### config.mk
export PLATFORM = sky130hd
export DESIGN_NAME = spi_response_frame_parser_flat
export DESIGN_NICKNAME = d
export VERILOG_FILES = /design/src/sv/srfp_pkg.sv /design/src/sv/srfp_if.sv /design/src/sv/srfp_csr.sv /design/src/sv/srfp_core.sv /design/src/sv/spi_response_frame_parser.sv /design/src/flat_wrapper.sv
export SDC_FILE = /design/constraint.sdc
export NUM_CORES = 1
export LEC_CHECK = 0
export BUFFER_PORTS_ARGS = -buffer_cell sky130_fd_sc_hd__buf_2
export CORE_UTILIZATION = 35
export DETAILED_ROUTE_END_ITERATION = 12
export PLACE_DENSITY = 0.51
export SLEW_MARGIN = 20
export SYNTH_ARGS = -nofsm -noshare
export SYNTH_HDL_FRONTEND = slang
export SYNTH_SLANG_ARGS = --single-unit
### constraint.sdc
create_clock -name clock -period 7.55 [get_ports clock]
set_input_delay 1.51 -clock clock [delete_from_list [all_inputs] [get_ports clock]]
set_output_delay 1.51 -clock clock [all_outputs]
set_load 0.02 [all_outputs]
### src/sv/srfp_pkg.sv
package srfp_pkg;

   // Configuration port geometry.
   localparam int unsigned CSR_ADDR_W = 5;
   localparam int unsigned CSR_DATA_W = 32;

   // Register indexes, taken from paddr[4:2].
   typedef enum logic [2:0] {
      REG_START_CODE      = 3'd0,
      REG_END_CODE        = 3'd1,
      REG_ERROR_CODE      = 3'd2,
      REG_REPLY_CODE      = 3'd3,
      REG_EXPECTED_PARAMS = 3'd4,
      REG_COUNT_MODE      = 3'd5,
      REG_WIDE_LENGTH     = 3'd6,
      REG_WAIT_LIMIT      = 3'd7
   } reg_index_type;

   // Reset values of the registers.
   localparam logic [7:0]  START_CODE_RST      = 8'd224;
   localparam logic [7:0]  END_CODE_RST        = 8'd238;
   localparam logic [7:0]  ERROR_CODE_RST      = 8'd239;
   localparam logic [7:0]  REPLY_CODE_RST      = 8'd128;
   localparam logic [7:0]  EXPECTED_PARAMS_RST = 8'd1;
   localparam logic [14:0] WAIT_LIMIT_RST      = 15'd1000;

   typedef enum logic [1:0] {
      MODE_EXACT_SINGLE = 2'd0,
      MODE_ANY_SINGLE   = 2'd1,
      MODE_EXACT_MULTI  = 2'd2,
      MODE_CAPPED_MULTI = 2'd3
   } count_mode_type;

   typedef enum logic [1:0] {
      KIND_DATA = 2'd0,
      KIND_DONE = 2'd1,
      KIND_FAIL = 2'd2
   } kind_type;

   typedef enum logic [2:0] {
      STAT_OK         = 3'd0,
      STAT_TIMEOUT    = 3'd1,
      STAT_ERROR_BYTE = 3'd2,
      STAT_REPLY      = 3'd3,
      STAT_COUNT      = 3'd4,
      STAT_ZERO_COUNT = 3'd5
   } status_type;

   // Parser phases, one-hot.
   typedef enum logic [7:0] {
      PH_WAIT     = 8'b0000_0001,
      PH_REPLY    = 8'b0000_0010,
      PH_COUNT    = 8'b0000_0100,
      PH_LEN_HI   = 8'b0000_1000,
      PH_LEN_LO   = 8'b0001_0000,
      PH_DATA     = 8'b0010_0000,
      PH_END      = 8'b0100_0000,
      PH_END_ZERO = 8'b1000_0000
   } phase_type;

   // Register contents handed from the register block to the parser.
   typedef struct packed {
      logic [7:0]     start_code;
      logic [7:0]     end_code;
      logic [7:0]     error_code;
      logic [7:0]     reply_code;
      logic [7:0]     expected_params;
      count_mode_type count_mode;
      logic           wide_length;
      logic [14:0]    wait_limit;
   } cfg_type;

endpackage

### src/sv/srfp_if.sv
// Received byte channel.
interface srfp_req_if;
   logic       valid;
   logic       ready;
   logic [7:0] rx_byte;

   modport source (output valid, output rx_byte, input ready);
   modport sink (input valid, input rx_byte, output ready);
endinterface

// Parse result channel.
interface srfp_rsp_if;
   logic        valid;
   logic        ready;
   logic [1:0]  kind;
   logic [7:0]  data_byte;
   logic [7:0]  param_index;
   logic [15:0] byte_index;
   logic [15:0] param_length;
   logic        last_of_param;
   logic [2:0]  status;
   logic        end_ok;
   logic [7:0]  param_count;

   modport source (
      output valid, output kind, output data_byte, output param_index,
      output byte_index, output param_length, output last_of_param,
      output status, output end_ok, output param_count, input ready
   );
   modport sink (
      input valid, input kind, input data_byte, input param_index,
      input byte_index, input param_length, input last_of_param,
      input status, input end_ok, input param_count, output ready
   );
endinterface

### src/sv/srfp_csr.sv
module srfp_csr (
   input  logic                              clock,
   input  logic                              reset,
   input  logic                              psel,
   input  logic                              penable,
   input  logic                              pwrite,
   input  logic [srfp_pkg::CSR_ADDR_W-1:0]   paddr,
   input  logic [srfp_pkg::CSR_DATA_W-1:0]   pwdata,
   output logic [srfp_pkg::CSR_DATA_W-1:0]   prdata,
   output logic                              pready,
   output srfp_pkg::cfg_type                 cfg
);
   import srfp_pkg::*;

   cfg_type       cfg_ff;
   logic          wr_en;
   reg_index_type sel;

   assign pready = 1'b1;
   assign wr_en  = psel && penable && pwrite;
   assign sel    = reg_index_type'(paddr[4:2]);
   assign cfg    = cfg_ff;

   // Register writes at the access phase.
   always_ff @(posedge clock) begin
      if (reset) begin
         cfg_ff.start_code      <= START_CODE_RST;
         cfg_ff.end_code        <= END_CODE_RST;
         cfg_ff.error_code      <= ERROR_CODE_RST;
         cfg_ff.reply_code      <= REPLY_CODE_RST;
         cfg_ff.expected_params <= EXPECTED_PARAMS_RST;
         cfg_ff.count_mode      <= MODE_EXACT_SINGLE;
         cfg_ff.wide_length     <= 1'b0;
         cfg_ff.wait_limit      <= WAIT_LIMIT_RST;
      end else if (wr_en) begin
         case (sel)
            REG_START_CODE:      cfg_ff.start_code      <= pwdata[7:0];
            REG_END_CODE:        cfg_ff.end_code        <= pwdata[7:0];
            REG_ERROR_CODE:      cfg_ff.error_code      <= pwdata[7:0];
            REG_REPLY_CODE:      cfg_ff.reply_code      <= pwdata[7:0];
            REG_EXPECTED_PARAMS: cfg_ff.expected_params <= pwdata[7:0];
            REG_COUNT_MODE:      cfg_ff.count_mode      <= count_mode_type'(pwdata[1:0]);
            REG_WIDE_LENGTH:     cfg_ff.wide_length     <= pwdata[0];
            REG_WAIT_LIMIT:      cfg_ff.wait_limit      <= pwdata[14:0];
            default: begin
            end
         endcase
      end
   end

   // Read back, zero extended.
   always_comb begin
      prdata = '0;
      case (sel)
         REG_START_CODE:      prdata[7:0]  = cfg_ff.start_code;
         REG_END_CODE:        prdata[7:0]  = cfg_ff.end_code;
         REG_ERROR_CODE:      prdata[7:0]  = cfg_ff.error_code;
         REG_REPLY_CODE:      prdata[7:0]  = cfg_ff.reply_code;
         REG_EXPECTED_PARAMS: prdata[7:0]  = cfg_ff.expected_params;
         REG_COUNT_MODE:      prdata[1:0]  = cfg_ff.count_mode;
         REG_WIDE_LENGTH:     prdata[0]    = cfg_ff.wide_length;
         REG_WAIT_LIMIT:      prdata[14:0] = cfg_ff.wait_limit;
         default:             prdata       = '0;
      endcase
   end

endmodule

### src/sv/srfp_core.sv
module srfp_core (
   input  logic              clock,
   input  logic              reset,
   input  srfp_pkg::cfg_type cfg,
   srfp_req_if.sink          req,
   srfp_rsp_if.source        rsp
);
   import srfp_pkg::*;

   phase_type   phase_ff, phase_in;
   logic [14:0] wait_count_ff, wait_count_in;
   logic [7:0]  count_taken_ff, count_taken_in;
   logic [7:0]  current_param_ff, current_param_in;
   logic [15:0] current_length_ff, current_length_in;
   logic [15:0] bytes_seen_ff, bytes_seen_in;

   logic        rsp_valid_ff;
   logic [1:0]  kind_ff, kind_in;
   logic [7:0]  data_byte_ff, data_byte_in;
   logic [7:0]  param_index_ff, param_index_in;
   logic [15:0] byte_index_ff, byte_index_in;
   logic [15:0] param_length_ff, param_length_in;
   logic        last_ff, last_in;
   logic [2:0]  status_ff, status_in;
   logic        end_ok_ff, end_ok_in;
   logic [7:0]  param_count_ff;

   logic        accept;
   logic        emit;
   logic [7:0]  b;
   logic        single;
   logic        wide;
   phase_type   len_phase;
   logic [7:0]  param_next;
   logic [7:0]  param_target;
   logic        more_params;
   logic [15:0] seen_next;
   logic        data_last;
   logic [15:0] length_lo;

   // The result register frees itself in the cycle it is taken.
   assign req.ready = !rsp_valid_ff || rsp.ready;
   assign accept    = req.valid && req.ready;
   assign b         = req.rx_byte;

   // Shared decodes for starting a parameter and stepping to the next one.
   assign single       = (cfg.count_mode == MODE_EXACT_SINGLE) ||
                         (cfg.count_mode == MODE_ANY_SINGLE);
   assign wide         = single && cfg.wide_length;
   assign len_phase    = wide ? PH_LEN_HI : PH_LEN_LO;
   assign param_next   = current_param_ff + 8'd1;
   assign param_target = single ? 8'd1 : count_taken_ff;
   assign more_params  = param_next < param_target;
   assign seen_next    = bytes_seen_ff + 16'd1;
   assign data_last    = seen_next >= current_length_ff;
   assign length_lo    = {current_length_ff[15:8], b};

   // Next state and result for one received byte.
   always_comb begin
      phase_in          = phase_ff;
      wait_count_in     = wait_count_ff;
      count_taken_in    = count_taken_ff;
      current_param_in  = current_param_ff;
      current_length_in = current_length_ff;
      bytes_seen_in     = bytes_seen_ff;
      emit              = 1'b0;
      kind_in           = KIND_FAIL;
      data_byte_in      = '0;
      param_index_in    = '0;
      byte_index_in     = '0;
      param_length_in   = '0;
      last_in           = 1'b0;
      status_in         = STAT_OK;
      end_ok_in         = 1'b0;
      case (phase_ff)
         PH_WAIT: begin
            if (b == cfg.error_code) begin
               wait_count_in = '0;
               emit          = 1'b1;
               status_in     = STAT_ERROR_BYTE;
            end else if (b == cfg.start_code) begin
               wait_count_in     = '0;
               count_taken_in    = '0;
               current_param_in  = '0;
               current_length_in = '0;
               bytes_seen_in     = '0;
               phase_in          = PH_REPLY;
            end else if (wait_count_ff >= cfg.wait_limit) begin
               wait_count_in = '0;
               emit          = 1'b1;
               status_in     = STAT_TIMEOUT;
            end else begin
               wait_count_in = wait_count_ff + 15'd1;
            end
         end
         PH_REPLY: begin
            if (b != cfg.reply_code) begin
               phase_in  = PH_WAIT;
               emit      = 1'b1;
               status_in = STAT_REPLY;
            end else begin
               phase_in = PH_COUNT;
            end
         end
         PH_COUNT: begin
            current_param_in = '0;
            count_taken_in   = b;
            case (cfg.count_mode)
               MODE_EXACT_SINGLE: begin
                  if (b != cfg.expected_params) begin
                     phase_in  = PH_WAIT;
                     emit      = 1'b1;
                     status_in = STAT_COUNT;
                  end
               end
               MODE_ANY_SINGLE: begin
               end
               MODE_EXACT_MULTI: begin
                  if (b == 8'd0) begin
                     phase_in  = PH_WAIT;
                     emit      = 1'b1;
                     status_in = STAT_ZERO_COUNT;
                  end else if (b != cfg.expected_params) begin
                     phase_in  = PH_WAIT;
                     emit      = 1'b1;
                     status_in = STAT_COUNT;
                  end
               end
               default: begin
                  count_taken_in = (b > cfg.expected_params) ? cfg.expected_params : b;
               end
            endcase
            // Without a failure the frame goes on to a length or to its end.
            if (!emit) begin
               if (cfg.count_mode == MODE_ANY_SINGLE && b == 8'd0) begin
                  phase_in = PH_END;
               end else if (cfg.count_mode == MODE_CAPPED_MULTI &&
                            count_taken_in == 8'd0) begin
                  phase_in = PH_END_ZERO;
               end else begin
                  current_length_in = '0;
                  bytes_seen_in     = '0;
                  phase_in          = len_phase;
               end
            end
         end
         PH_LEN_HI: begin
            current_length_in = {b, 8'd0};
            phase_in          = PH_LEN_LO;
         end
         PH_LEN_LO: begin
            current_length_in = length_lo;
            bytes_seen_in     = '0;
            if (length_lo == 16'd0) begin
               current_param_in = param_next;
               if (more_params) begin
                  current_length_in = '0;
                  phase_in          = len_phase;
               end else begin
                  phase_in = PH_END;
               end
            end else begin
               phase_in = PH_DATA;
            end
         end
         PH_DATA: begin
            emit            = 1'b1;
            kind_in         = KIND_DATA;
            data_byte_in    = b;
            param_index_in  = current_param_ff;
            byte_index_in   = bytes_seen_ff;
            param_length_in = current_length_ff;
            last_in         = data_last;
            bytes_seen_in   = seen_next;
            if (data_last) begin
               current_param_in = param_next;
               if (more_params) begin
                  current_length_in = '0;
                  bytes_seen_in     = '0;
                  phase_in          = len_phase;
               end else begin
                  phase_in = PH_END;
               end
            end
         end
         PH_END: begin
            emit      = 1'b1;
            kind_in   = KIND_DONE;
            end_ok_in = (b == cfg.end_code);
            phase_in  = PH_WAIT;
         end
         PH_END_ZERO: begin
            emit      = 1'b1;
            status_in = STAT_ZERO_COUNT;
            end_ok_in = (b == cfg.end_code);
            phase_in  = PH_WAIT;
         end
         default: begin
            phase_in = PH_WAIT;
         end
      endcase
   end

   // Parser state.
   always_ff @(posedge clock) begin
      if (reset) begin
         phase_ff          <= PH_WAIT;
         wait_count_ff     <= '0;
         count_taken_ff    <= '0;
         current_param_ff  <= '0;
         current_length_ff <= '0;
         bytes_seen_ff     <= '0;
      end else if (accept) begin
         phase_ff          <= phase_in;
         wait_count_ff     <= wait_count_in;
         count_taken_ff    <= count_taken_in;
         current_param_ff  <= current_param_in;
         current_length_ff <= current_length_in;
         bytes_seen_ff     <= bytes_seen_in;
      end
   end

   // Result word valid flag.
   always_ff @(posedge clock) begin
      if (reset) begin
         rsp_valid_ff <= 1'b0;
      end else if (accept) begin
         rsp_valid_ff <= emit;
      end else if (rsp.ready) begin
         rsp_valid_ff <= 1'b0;
      end
   end

   // Result word payload.
   always_ff @(posedge clock) begin
      if (accept && emit) begin
         kind_ff         <= kind_in;
         data_byte_ff    <= data_byte_in;
         param_index_ff  <= param_index_in;
         byte_index_ff   <= byte_index_in;
         param_length_ff <= param_length_in;
         last_ff         <= last_in;
         status_ff       <= status_in;
         end_ok_ff       <= end_ok_in;
         param_count_ff  <= count_taken_in;
      end
   end

   assign rsp.valid         = rsp_valid_ff;
   assign rsp.kind          = kind_ff;
   assign rsp.data_byte     = data_byte_ff;
   assign rsp.param_index   = param_index_ff;
   assign rsp.byte_index    = byte_index_ff;
   assign rsp.param_length  = param_length_ff;
   assign rsp.last_of_param = last_ff;
   assign rsp.status        = status_ff;
   assign rsp.end_ok        = end_ok_ff;
   assign rsp.param_count   = param_count_ff;

endmodule

### src/sv/spi_response_frame_parser.sv
// Reply frame parser, one received byte per word.
// A result is registered onto rsp in the cycle after its byte is taken.
// Throughput: one byte per cycle while rsp is ready; the single result
// register refills in the cycle it is taken; a held result stalls bytes.
// Reset (synchronous, active high) returns the parser to waiting for the start
// byte, empties the result register and loads the register defaults.
module spi_response_frame_parser (
   input  logic                              clock,
   input  logic                              reset,
   srfp_req_if.sink                          req,
   srfp_rsp_if.source                        rsp,
   input  logic                              csr_psel,
   input  logic                              csr_penable,
   input  logic                              csr_pwrite,
   input  logic [srfp_pkg::CSR_ADDR_W-1:0]   csr_paddr,
   input  logic [srfp_pkg::CSR_DATA_W-1:0]   csr_pwdata,
   output logic [srfp_pkg::CSR_DATA_W-1:0]   csr_prdata,
   output logic                              csr_pready
);
   import srfp_pkg::*;

   cfg_type cfg;

   // Register block.
   srfp_csr u_csr (
      .clock   (clock),
      .reset   (reset),
      .psel    (csr_psel),
      .penable (csr_penable),
      .pwrite  (csr_pwrite),
      .paddr   (csr_paddr),
      .pwdata  (csr_pwdata),
      .prdata  (csr_prdata),
      .pready  (csr_pready),
      .cfg     (cfg)
   );

   // Frame parser with its result register.
   srfp_core u_core (
      .clock (clock),
      .reset (reset),
      .cfg   (cfg),
      .req   (req),
      .rsp   (rsp)
   );

endmodule

### src/flat_wrapper.sv
// flat-port wrapper written by rule: the top's interface ports become plain ports
module spi_response_frame_parser_flat import srfp_pkg::*;
  (clock, reset, csr_psel, csr_penable, csr_pwrite, csr_paddr, csr_pwdata, csr_prdata, csr_pready, req_valid, req_rx_byte, req_ready, rsp_valid, rsp_kind, rsp_data_byte, rsp_param_index, rsp_byte_index, rsp_param_length, rsp_last_of_param, rsp_status, rsp_end_ok, rsp_param_count, rsp_ready);
  srfp_req_if req_i ();
  srfp_rsp_if rsp_i ();
  input  logic clock;
  input  logic reset;
  input  logic csr_psel;
  input  logic csr_penable;
  input  logic csr_pwrite;
  input  logic [srfp_pkg::CSR_ADDR_W-1:0] csr_paddr;
  input  logic [srfp_pkg::CSR_DATA_W-1:0] csr_pwdata;
  output logic [srfp_pkg::CSR_DATA_W-1:0] csr_prdata;
  output logic csr_pready;
  input wire logic [$bits(req_i.valid)-1:0] req_valid;
  input wire logic [$bits(req_i.rx_byte)-1:0] req_rx_byte;
  output wire logic [$bits(req_i.ready)-1:0] req_ready;
  output wire logic [$bits(rsp_i.valid)-1:0] rsp_valid;
  output wire logic [$bits(rsp_i.kind)-1:0] rsp_kind;
  output wire logic [$bits(rsp_i.data_byte)-1:0] rsp_data_byte;
  output wire logic [$bits(rsp_i.param_index)-1:0] rsp_param_index;
  output wire logic [$bits(rsp_i.byte_index)-1:0] rsp_byte_index;
  output wire logic [$bits(rsp_i.param_length)-1:0] rsp_param_length;
  output wire logic [$bits(rsp_i.last_of_param)-1:0] rsp_last_of_param;
  output wire logic [$bits(rsp_i.status)-1:0] rsp_status;
  output wire logic [$bits(rsp_i.end_ok)-1:0] rsp_end_ok;
  output wire logic [$bits(rsp_i.param_count)-1:0] rsp_param_count;
  input wire logic [$bits(rsp_i.ready)-1:0] rsp_ready;
  assign req_i.valid = req_valid;
  assign req_i.rx_byte = req_rx_byte;
  assign req_ready = req_i.ready;
  assign rsp_valid = rsp_i.valid;
  assign rsp_kind = rsp_i.kind;
  assign rsp_data_byte = rsp_i.data_byte;
  assign rsp_param_index = rsp_i.param_index;
  assign rsp_byte_index = rsp_i.byte_index;
  assign rsp_param_length = rsp_i.param_length;
  assign rsp_last_of_param = rsp_i.last_of_param;
  assign rsp_status = rsp_i.status;
  assign rsp_end_ok = rsp_i.end_ok;
  assign rsp_param_count = rsp_i.param_count;
  assign rsp_i.ready = rsp_ready;
  spi_response_frame_parser u_core (.clock(clock), .reset(reset), .req(req_i), .rsp(rsp_i), .csr_psel(csr_psel), .csr_penable(csr_penable), .csr_pwrite(csr_pwrite), .csr_paddr(csr_paddr), .csr_pwdata(csr_pwdata), .csr_prdata(csr_prdata), .csr_pready(csr_pready));
endmodule
Yosys cells after proc, flatten, opt, wreduce, memory -nomap -nowiden
Cells that the tools add are included.
W data, S select, Z words.
{"block": "totals", "wordCells": 166, "out_inout_bits": 98, "inputBits": 52, "reg_bits": 193}
{"block": "op_classes", "add_sub_neg": 3, "mux": 66, "n_lt_le_gt_ge": 4, "reduce_logical": 35, "eq_ne": 33}
{"op": "$mux W16", "count": 11}
{"op": "$mux W8", "count": 19}
{"op": "$pmux W16 S5", "count": 1}
{"op": "$pmux W16 S4", "count": 1}
{"op": "$pmux W8 S6", "count": 1}
{"op": "$mux W15", "count": 3}
{"op": "$pmux W6 S6", "count": 1}
{"op": "$pmux W8 S2", "count": 2}
{"op": "$pmux W8 S4", "count": 1}
{"op": "$eq A8 B8 Y1", "count": 3}
{"op": "$ne A2 B2 Y1 const B", "count": 9}
{"op": "$reduce_and A2 Y1", "count": 9}
{"op": "$add A16 B1 Y16 const B", "count": 1}
{"op": "$ge A16 B16 Y1", "count": 1}
{"op": "$logic_not A16 Y1", "count": 1}
{"op": "$logic_not A8 Y1", "count": 2}
{"op": "$ne A8 B8 Y1", "count": 2}
{"op": "$add A15 B1 Y15 const B", "count": 1}
{"op": "$ge A15 B15 Y1", "count": 1}
{"op": "$mux W7", "count": 2}
{"op": "$eq A3 B3 Y1 const B", "count": 4}
{"op": "$pmux W3 S4", "count": 1}
{"op": "$mux W1", "count": 11}
{"op": "$reduce_and A11 Y1", "count": 1}
{"op": "other kinds (39)", "count": 52}

Logic depth before layout (Yosys ltp)
Gate-level depths: netlist of the first run.
{"block": "depth", "word_depth": 10, "mapped_depth": 17, "ltp_nobuf": 14}

Modules after synthesis
From an unflattened synthesis of the first run, not the netlist that was laid out.
{"block": "hier_totals", "cells_unflattened": 1134, "hier_area_um2": 10836.6}
{"module": "srfp_core", "n_inst": 1, "cells_per_inst": 825, "seq_area_each_um2": 3333.2, "area_each_um2": 7851.3}
{"module": "srfp_csr", "n_inst": 1, "cells_per_inst": 309, "seq_area_each_um2": 1161.1, "area_each_um2": 2985.4}

Worst setup path after synthesis of the first run
OpenSTA, ideal clock, no wires.
{"block": "synth_path", "path_kind": "input -> register", "from": "in req_rx_byte[0]", "to": "reg u_core.u_core.byte_index_ff[0], in the netlist u_core.u_core.rsp.byte_index[0] (enable)", "arrival_time_ns": 4.198, "path_buffers": 1, "slack_ns": 2.926, "required_time_ns": 7.124, "path_stages": 9, "cell_sequence": "buf_4 -> inv_1 -> ha_1 -> nand4_1 -> a311oi_1 -> or3_1 -> nand3_1 -> or2_2 -> o21a_1"}
{"block": "synth_between", "elab_chain_cells": 7, "elab_cells_between_ends": 14, "cone_classes": "eq/ne: 4; mux: 8; reduce/logical: 2"}
{"element": "start, declared", "line": "flat_wrapper.sv:16", "rtl": "input wire logic [$bits(req_i.rx_byte)-1:0] req_rx_byte;"}
{"element": "$ne A8 B8 Y1", "line": "srfp_core.sv:110, srfp_core.sv:123"}
{"element": "$mux W1", "line": "srfp_core.sv:110, srfp_core.sv:123"}
{"element": "$mux W1", "line": "srfp_core.sv:119", "rtl": "if (b == 8'd0) begin"}
{"element": "$pmux W1 S2", "line": "srfp_core.sv:108", "rtl": "case (cfg.count_mode)"}
{"element": "$mux W1", "line": "srfp_core.sv:75", "rtl": "case (phase_ff)"}
{"element": "$pmux W1 S4 *", "line": "srfp_core.sv:75"}
{"element": "$logic_and A1 B1 Y1 *", "line": "srfp_core.sv:236", "rtl": "if (accept && emit) begin"}
{"element": "end signal, assigned", "line": "srfp_core.sv:240", "rtl": "byte_index_ff <= byte_index_in;"}
{"element": "end, declared", "line": "srfp_core.sv:21", "rtl": "logic [15:0] byte_index_ff, byte_index_in;"}
Every way passes the cells marked *; elsewhere a longest branch is shown, timed or not. The select of a mux whose other input is x is not followed.
A chain may end at the register's enable or synchronous reset.

Worst setup path after layout of the first run
{"block": "layout_path", "from": "reg u_core.u_core.bytes_seen_ff[0]", "to": "reg u_core.u_core.bytes_seen_ff[6]"}
{"block": "layout_between", "elab_chain_cells": 4, "elab_cells_between_ends": 5, "cone_classes": "add/sub: 1; order compare: 1; mux: 3"}
{"element": "start, declared", "line": "srfp_core.sv:15", "rtl": "logic [15:0] bytes_seen_ff, bytes_seen_in;"}
{"element": "start signal, assigned", "line": "srfp_core.sv:219", "rtl": "bytes_seen_ff <= bytes_seen_in;"}
{"element": "$add A16 B1 Y16 *", "line": "srfp_core.sv:54", "rtl": "assign seen_next = bytes_seen_ff + 16'd1;"}
{"element": "$ge A16 B16 Y1 or $mux W16 (tied branches)", "line": "srfp_core.sv:55, srfp_core.sv:177"}
{"element": "$mux W16 *", "line": "srfp_core.sv:175", "rtl": "if (data_last) begin"}
{"element": "$pmux W16 S4 *", "line": "srfp_core.sv:75"}
Every way passes the cells marked *; elsewhere a longest branch is shown, timed or not.

==> results of run 1 <==
-- worst max-delay path, cell delays in order (launching register included) --
cell	delay, ps
dfxtp_1	450
nand3_1	180
nor4_1	630
nand3_1	360
nor2_1	250
xor2_1	250
ha_1	290
a21oi_1	120
o21ai_0	130
o2bb2ai_1	600
o21ai_1	500
nor3_4	500
a32o_1	240
-- area by class of cell --
type,count,share of cell area
Sequential cell,193,0.376
Clock buffer,19,0.0362
Inverter,53,0.0166
Timing Repair Buffer,121,0.0526
Tap cell,390,0.0408
Clock inverter,13,0.0135
Multi-Input combinational cell,836,0.464
-- worst min-delay path by stage --
| stage | startpoint | end | slack (ps) | cells past startpoint |
|---|---|---|---|---|
| finish | u_core.u_csr.cfg[10] | u_core.u_csr.cfg[10] | 460 | 2 |
| global route | u_core.u_core.current_length_ff[3] | u_core.u_core.current_length_ff[3] | 470 | 2 |
| CTS | u_core.u_csr.cfg[10] | u_core.u_csr.cfg[10] | 460 | 2 |
| detailed placement | u_core.u_csr.cfg[10] | u_core.u_csr.cfg[10] | 450 | 2 |
| global placement | u_core.u_csr.cfg[10] | u_core.u_csr.cfg[10] | 440 | 2 |
| floorplan | u_core.u_core.current_length_ff[1] | u_core.u_core.current_length_ff[1] | 430 | 2 |
-- power groups by stage --
stage	Combinational [µW]	Sequential (µW)	Clock (µW)
floorplan	247	1140	0
global placement	326	1130	0
detailed placement	332	1130	0
CTS	334	1110	970
global route	362	1110	1010
finish	332	1110	943
-- state kept, by name, indices dropped and copies added, names as in the netlist, 15 cells and up --
register	flops
u_core.u_csr.cfg	58
u_core.u_core.rsp.param_length	16
u_core.u_core.bytes_seen_ff	16
u_core.u_core.current_length_ff	16
u_core.u_core.rsp.byte_index	16
u_core.u_core.wait_count_ff	15
-- Yosys cell counts, drive strengths merged (5+ instances only) --
master,n
a211oi,6
a21o,6
a21oi,49
a22oi,7
a311oi,10
a32o,10
and2,41
and3,10
buf,42
clkbuf,35
dfxtp,130
edfxtp,63
ha,49
inv,53
mux2i,69
mux4,6
nand2,153
nand2b,14
nand3,21
nand4,21
nor2,125
nor2b,18
nor3,15
nor3b,5
nor4,18
o211ai,20
o21ai,24
or2,5
xnor2,31
xor2,35
-- through the flow --
stage | power (µW) | utilization
6_report | 2390 | 0.403
5_1_grt | 2490 | 0.403
4_1_cts | 2410 | 0.403
3_5_place_dp | 1470 | 0.383
3_3_place_gp | 1460 | 0.383
2_1_floorplan | 1380 | -
-- layer usage --
layer | up-vias | share of wire | GRT usage
li1 | 4124 | - | -
met1 | 3902 | 0.48 | 0.247
met2 | 152 | 0.47 | 0.308
met3 | 26 | 0.035 | 0.0316
met4 | 0 | 0.017 | 0.0547
met5 | - | 0 | 0
-- cells by family (layout without fill, tap and decap cells) --
family,count (synthesis),in the layout,share of synthesized area
other,2,18,0.000711
AOI/OAI and AO/OA,158,158,0.104
muxes,76,76,0.0792
adders and majority gates,49,49,0.0580
buffers and inverters,130,206,0.0570
DFF,193,193,0.425
xor gates and xnor gates,66,66,0.0547
and+or+nand+nor,469,469,0.221
==> flow_summary.yaml, run 1 <==
run_status:
  status: "finished clean"
clocking:
  clkTransAtPathRegs_ps: 70
  numCtsBuffers: 17
  clock-sinks: 193
  cts_setup_buffers: 0
  cts_tree: "built"
  clock_latency_ps: 450
  htree_levels: 4
  clockBufferDepth: 2
  cts_hold_buffers: 0
  root_buffer: "clkbuf_16"
  cts_resized: 0
routing:
  detail_route.first_pass.iterations: 6
  ant_nets: 0
  route.vias.total: 8204
  drt_wl_total_mm: 27.9
  route.detailed.drc: 0
  viasPerCell: 5.05
  wl_per_cell_um: 17.2
  drt_iter0_markers: 407
worst_setup_path:
  crit_path_start: "u_core.u_core.bytes_seen_ff[0]"
  r2r_slack_ps: 2990
  start_kind: "register"
  cp_max_fo: 10
  critical_path_required_ps: 7930
  r2r_cells: 12
  worst-setup-path-type: "register to register"
  timing.rr.end: "u_core.u_core.bytes_seen_ff[6]"
  end_kind: "register"
  endpoint: "u_core.u_core.bytes_seen_ff[6]"
  worstReg2RegStart: "u_core.u_core.bytes_seen_ff[0]"
  crit_arrival_ps: 4940
timing:
  skew_ps: 17.4
  worst_pin_slew_ps: 1160
  finalSetupViolCount: 0
  fin_crit_sh: 0.604
  hold_ws_ps: 457
  setup_slack_ps: 2990
  rsz0062_at_grt: "false"
  post-route-min-period_ps: 4560
  hold_viol_final: 0
  tns_ps: 0
  drv_slew: 0
  relSlewSlack: 0.222
  fmax_ghz: 0.219
cells_and_area:
  final_common_cell: "nand2_1"
  antenna_cells: 0
  layout.cells.non_filler: 1625
  syn2layout_area_growth_pct: 13.1
  fin_nets: 1323
  seqCellArea_um2: 4490
  drive_gt1_frac: 0.146
  fin_area_um2: 12000
  layout_common_cells: "nand2_1, dfxtp_1, nor2_1"
  multiInputGateArea_um2: 5550
  num-fill-cells: 3087
floorplanning:
  io_pins: 150
  core_um2: 29600
  rows: 63
  initial_core_util: 0.356
  die-width_um: 176
  die_h_um: 176
  dieArea_um2: 30900
global_routing:
  grt.total_usage: 0.186
  grt_max_degree: 71
  overflow: 0
  grt_pass1_vias: 8031
  grt_first_pass_wirelength_mm: 44.5
  antenna_found_initial: 0
placed_design:
  io_buffers: 112
  place_area_um2: 11300
  dp_hpwl_mm: 20.3
  gp_congestion: 0.835
  place_ws_ps: 2800
  placed_cells: 1592
worst_hold_path:
  hp-class: "register to register"
logic_synthesis:
  ys.flop_type: "dfxtp_1"
  yosysTopAreaCellShare: 0.246
  syn_area_um2: 10600
  yosys_warnings: 0
  synth_area_leaders: "dfxtp_1, edfxtp_1, mux2i_1"
  yosys.area.top_type: "dfxtp_1"
  ys_ff_latch: 193
  synth_cell_types: 70
  syn_inst: 1143
  synthArstFlopShare: 0
  synth_edf_count: 63
  syn_area_per_cell_um2: 9.24
  ys_seq_area_frac: 0.425
power:
  pwr-share-seq: 0.465
  switching_share: 0.274
  switching_power_uw: 653
  clkPwrFrac: 0.395
  p_leak_uw: 0.00454
  ir_drop_mv: 0.119
  intPower_uw: 1730
  pwr_density_cell_nw_per_um2: 200
  comb_power_share: 0.139
run:
  drv_cap: 0
Note: power is estimated with default switching activity, not from simulation.
==> run 2, diff against run 1 <==
--- a/config.mk
+++ b/config.mk
@@ -8,7 +8,7 @@
 export BUFFER_PORTS_ARGS = -buffer_cell sky130_fd_sc_hd__buf_2
 export CORE_UTILIZATION = 35
 export DETAILED_ROUTE_END_ITERATION = 12
-export PLACE_DENSITY = 0.51
+export PLACE_DENSITY = 0.53
 export SLEW_MARGIN = 20
 export SYNTH_ARGS = -nofsm -noshare
 export SYNTH_HDL_FRONTEND = slang
==> constraint.sdc (replaced) <==
create_clock -name clock -period 3.9 [get_ports clock]
set_input_delay 0.78 -clock clock [delete_from_list [all_inputs] [get_ports clock]]
set_output_delay 0.78 -clock clock [all_outputs]
set_load 0.02 [all_outputs]
==> run 2 against run 1 <==
Net effect:
- setup slack lost 2700 ps
- register-to-register slack lost 2700 ps
- sequential power up 94%
- highest routed layer is now met5
==> flow_summary.yaml, run 2 (synthesis results as in run 1) <==
clocking:
  cts_hold_buffers: 0
  clock-sinks: 193
  root_buffer: "clkbuf_16"
  clock_latency_ps: 440
  clkTransAtPathRegs_ps: 80
  clockBufferDepth: 2
  cts_tree: "built"
  numCtsBuffers: 17
  htree_levels: 4
global_routing:
  overflow: 0
  grt_first_pass_wirelength_mm: 44.6
  met3_usage: 0.0299
  grt.total_usage: 0.185
  busiest_layer: "met2"
  grt_pass1_vias: 8139
  use_met1: 0.244
  antenna_found_initial: 1
  grt_max_degree: 46
  use_met2: 0.312
worst_setup_path:
  worstReg2RegStart: "u_core.u_core.bytes_seen_ff[0]"
  r2r_cells: 15
  crit_path_start: "u_core.u_core.bytes_seen_ff[0]"
  worst-setup-path-type: "register to register"
  end_kind: "register"
  r2r_slack_ps: 270
  crit_arrival_ps: 3990
  critical_path_required_ps: 4260
  timing.rr.end: "u_core.u_core.current_length_ff[3]"
  endpoint: "u_core.u_core.current_length_ff[3]"
  start_kind: "register"
  cp_max_fo: 8
floorplanning:
  die_h_um: 176
  dieArea_um2: 30900
  die-width_um: 176
  io_pins: 150
  rows: 63
  initial_core_util: 0.356
  core_um2: 29600
timing:
  worst_pin_slew_ps: 973
  tns_ps: 0
  drv_slew: 0
  finalSetupViolCount: 0
  skew_ps: 15.5
  relSlewSlack: 0.345
  hold_viol_final: 0
  setup_slack_ps: 268
  post-route-min-period_ps: 3630
  fmax_ghz: 0.275
  fin_crit_sh: 0.931
power:
  clkPwrFrac: 0.392
  intPower_uw: 3300
  switching_power_uw: 1360
  ir_drop_mv: 0.211
  pwr-share-seq: 0.461
  comb_power_share: 0.146
  pwr_density_cell_nw_per_um2: 383
  switching_share: 0.292
  p_leak_uw: 0.00467
cells_and_area:
  utilization: 0.410
  drive_gt1_frac: 0.165
  num-fill-cells: 3062
  final_common_cell: "nand2_1"
  syn2layout_area_growth_pct: 15.1
  layout_common_cells: "nand2_1, dfxtp_1, nor2_1"
  fin_area_um2: 12200
  largest_reg_flops: 58
  fin_nets: 1345
  antenna_cells: 0
  layout.cells.non_filler: 1647
run:
  drv_cap: 0
routing:
  route.vias.total: 8354
  drt_wl_total_mm: 28.0
  ant_nets: 0
  drt_iter0_markers: 607
  detail_route.first_pass.iterations: 6
  route.detailed.drc: 0
  wl_per_cell_um: 17.0
  viasPerCell: 5.07
placed_design:
  place_ws_ps: 71.3
  io_buffers: 112
  place_area_um2: 11500
  placed_cells: 1614
  dp_hpwl_mm: 20.4
  gp_congestion: 0.854
run_status:
  status: "finished clean"
worst_hold_path:
  hp-class: "register to register"
[run 2: final cells by class]
| class | instances | area (µm²) | area share |
|---|---|---|---|
| timing repair buffer | 143 | 818 | 0.0673 |
| sequential | 193 | 4500 | 0.370 |
| inverter | 53 | 199 | 0.0164 |
| tap | 390 | 488 | 0.0401 |
| multi-input combinational | 836 | 5550 | 0.456 |
| clock inverter | 15 | 185 | 0.0152 |
| clock buffer | 17 | 425 | 0.0350 |
[run 2: how the worst min path moves through the flow]
stage                                                   from                            endpoint  slack, ps  cells past startpoint
after floorplan           u_core.u_core.current_length_ff[1]  u_core.u_core.current_length_ff[1]        430                      2
after global placement                  u_core.u_csr.cfg[11]                u_core.u_csr.cfg[11]        440                      2
after detailed placement                u_core.u_csr.cfg[11]                u_core.u_csr.cfg[11]        450                      2
after CTS                               u_core.u_csr.cfg[11]                u_core.u_csr.cfg[11]        460                      2
after global routing                    u_core.u_csr.cfg[10]                u_core.u_csr.cfg[10]        480                      2
final                                   u_core.u_csr.cfg[11]                u_core.u_csr.cfg[11]        460                      2
[run 2: per-stage QoR]
step                      power, µW  hold WS [ps]
after floorplan                2680           435
after global placement         2860           444
after detailed placement       2860           451
after CTS                      4690           462
after global routing           4840           484
final                          4660           460
[run 2: repair_timing]
action,in CTS,in global routing
gates resized for setup,0,5
setup buffers,0,1
setup endpoints to repair,0,37
[run 2: worst max-delay path: stages, from the launching register on]
cell and delay [ps]:
dfxtp_2 390, ha_2 220, and3_1 210, and4_1 220
and3_2 240, nand3_1 170, xnor2_2 200, ha_1 190
a21oi_1 60, o21ai_0 220, and3b_1 210, o2bb2ai_1 150
o21a_1 320, nor4_4 360, buf_12 180, mux2i_1 200
[run 2: power groups by stage]
stage	Combinational (µW)	Sequential [µW]	Clock, µW
floorplan	479	2200	0
global placement	664	2190	0
detailed placement	668	2190	0
CTS	670	2150	1870
global route	744	2160	1940
finish	682	2150	1830
[run 2: metal layers]
layer,up-vias,part of all wire
li1,4176,-
met2,191,0.48
met1,3953,0.46
met3,32,0.041
met5,-,0.00046
met4,2,0.016
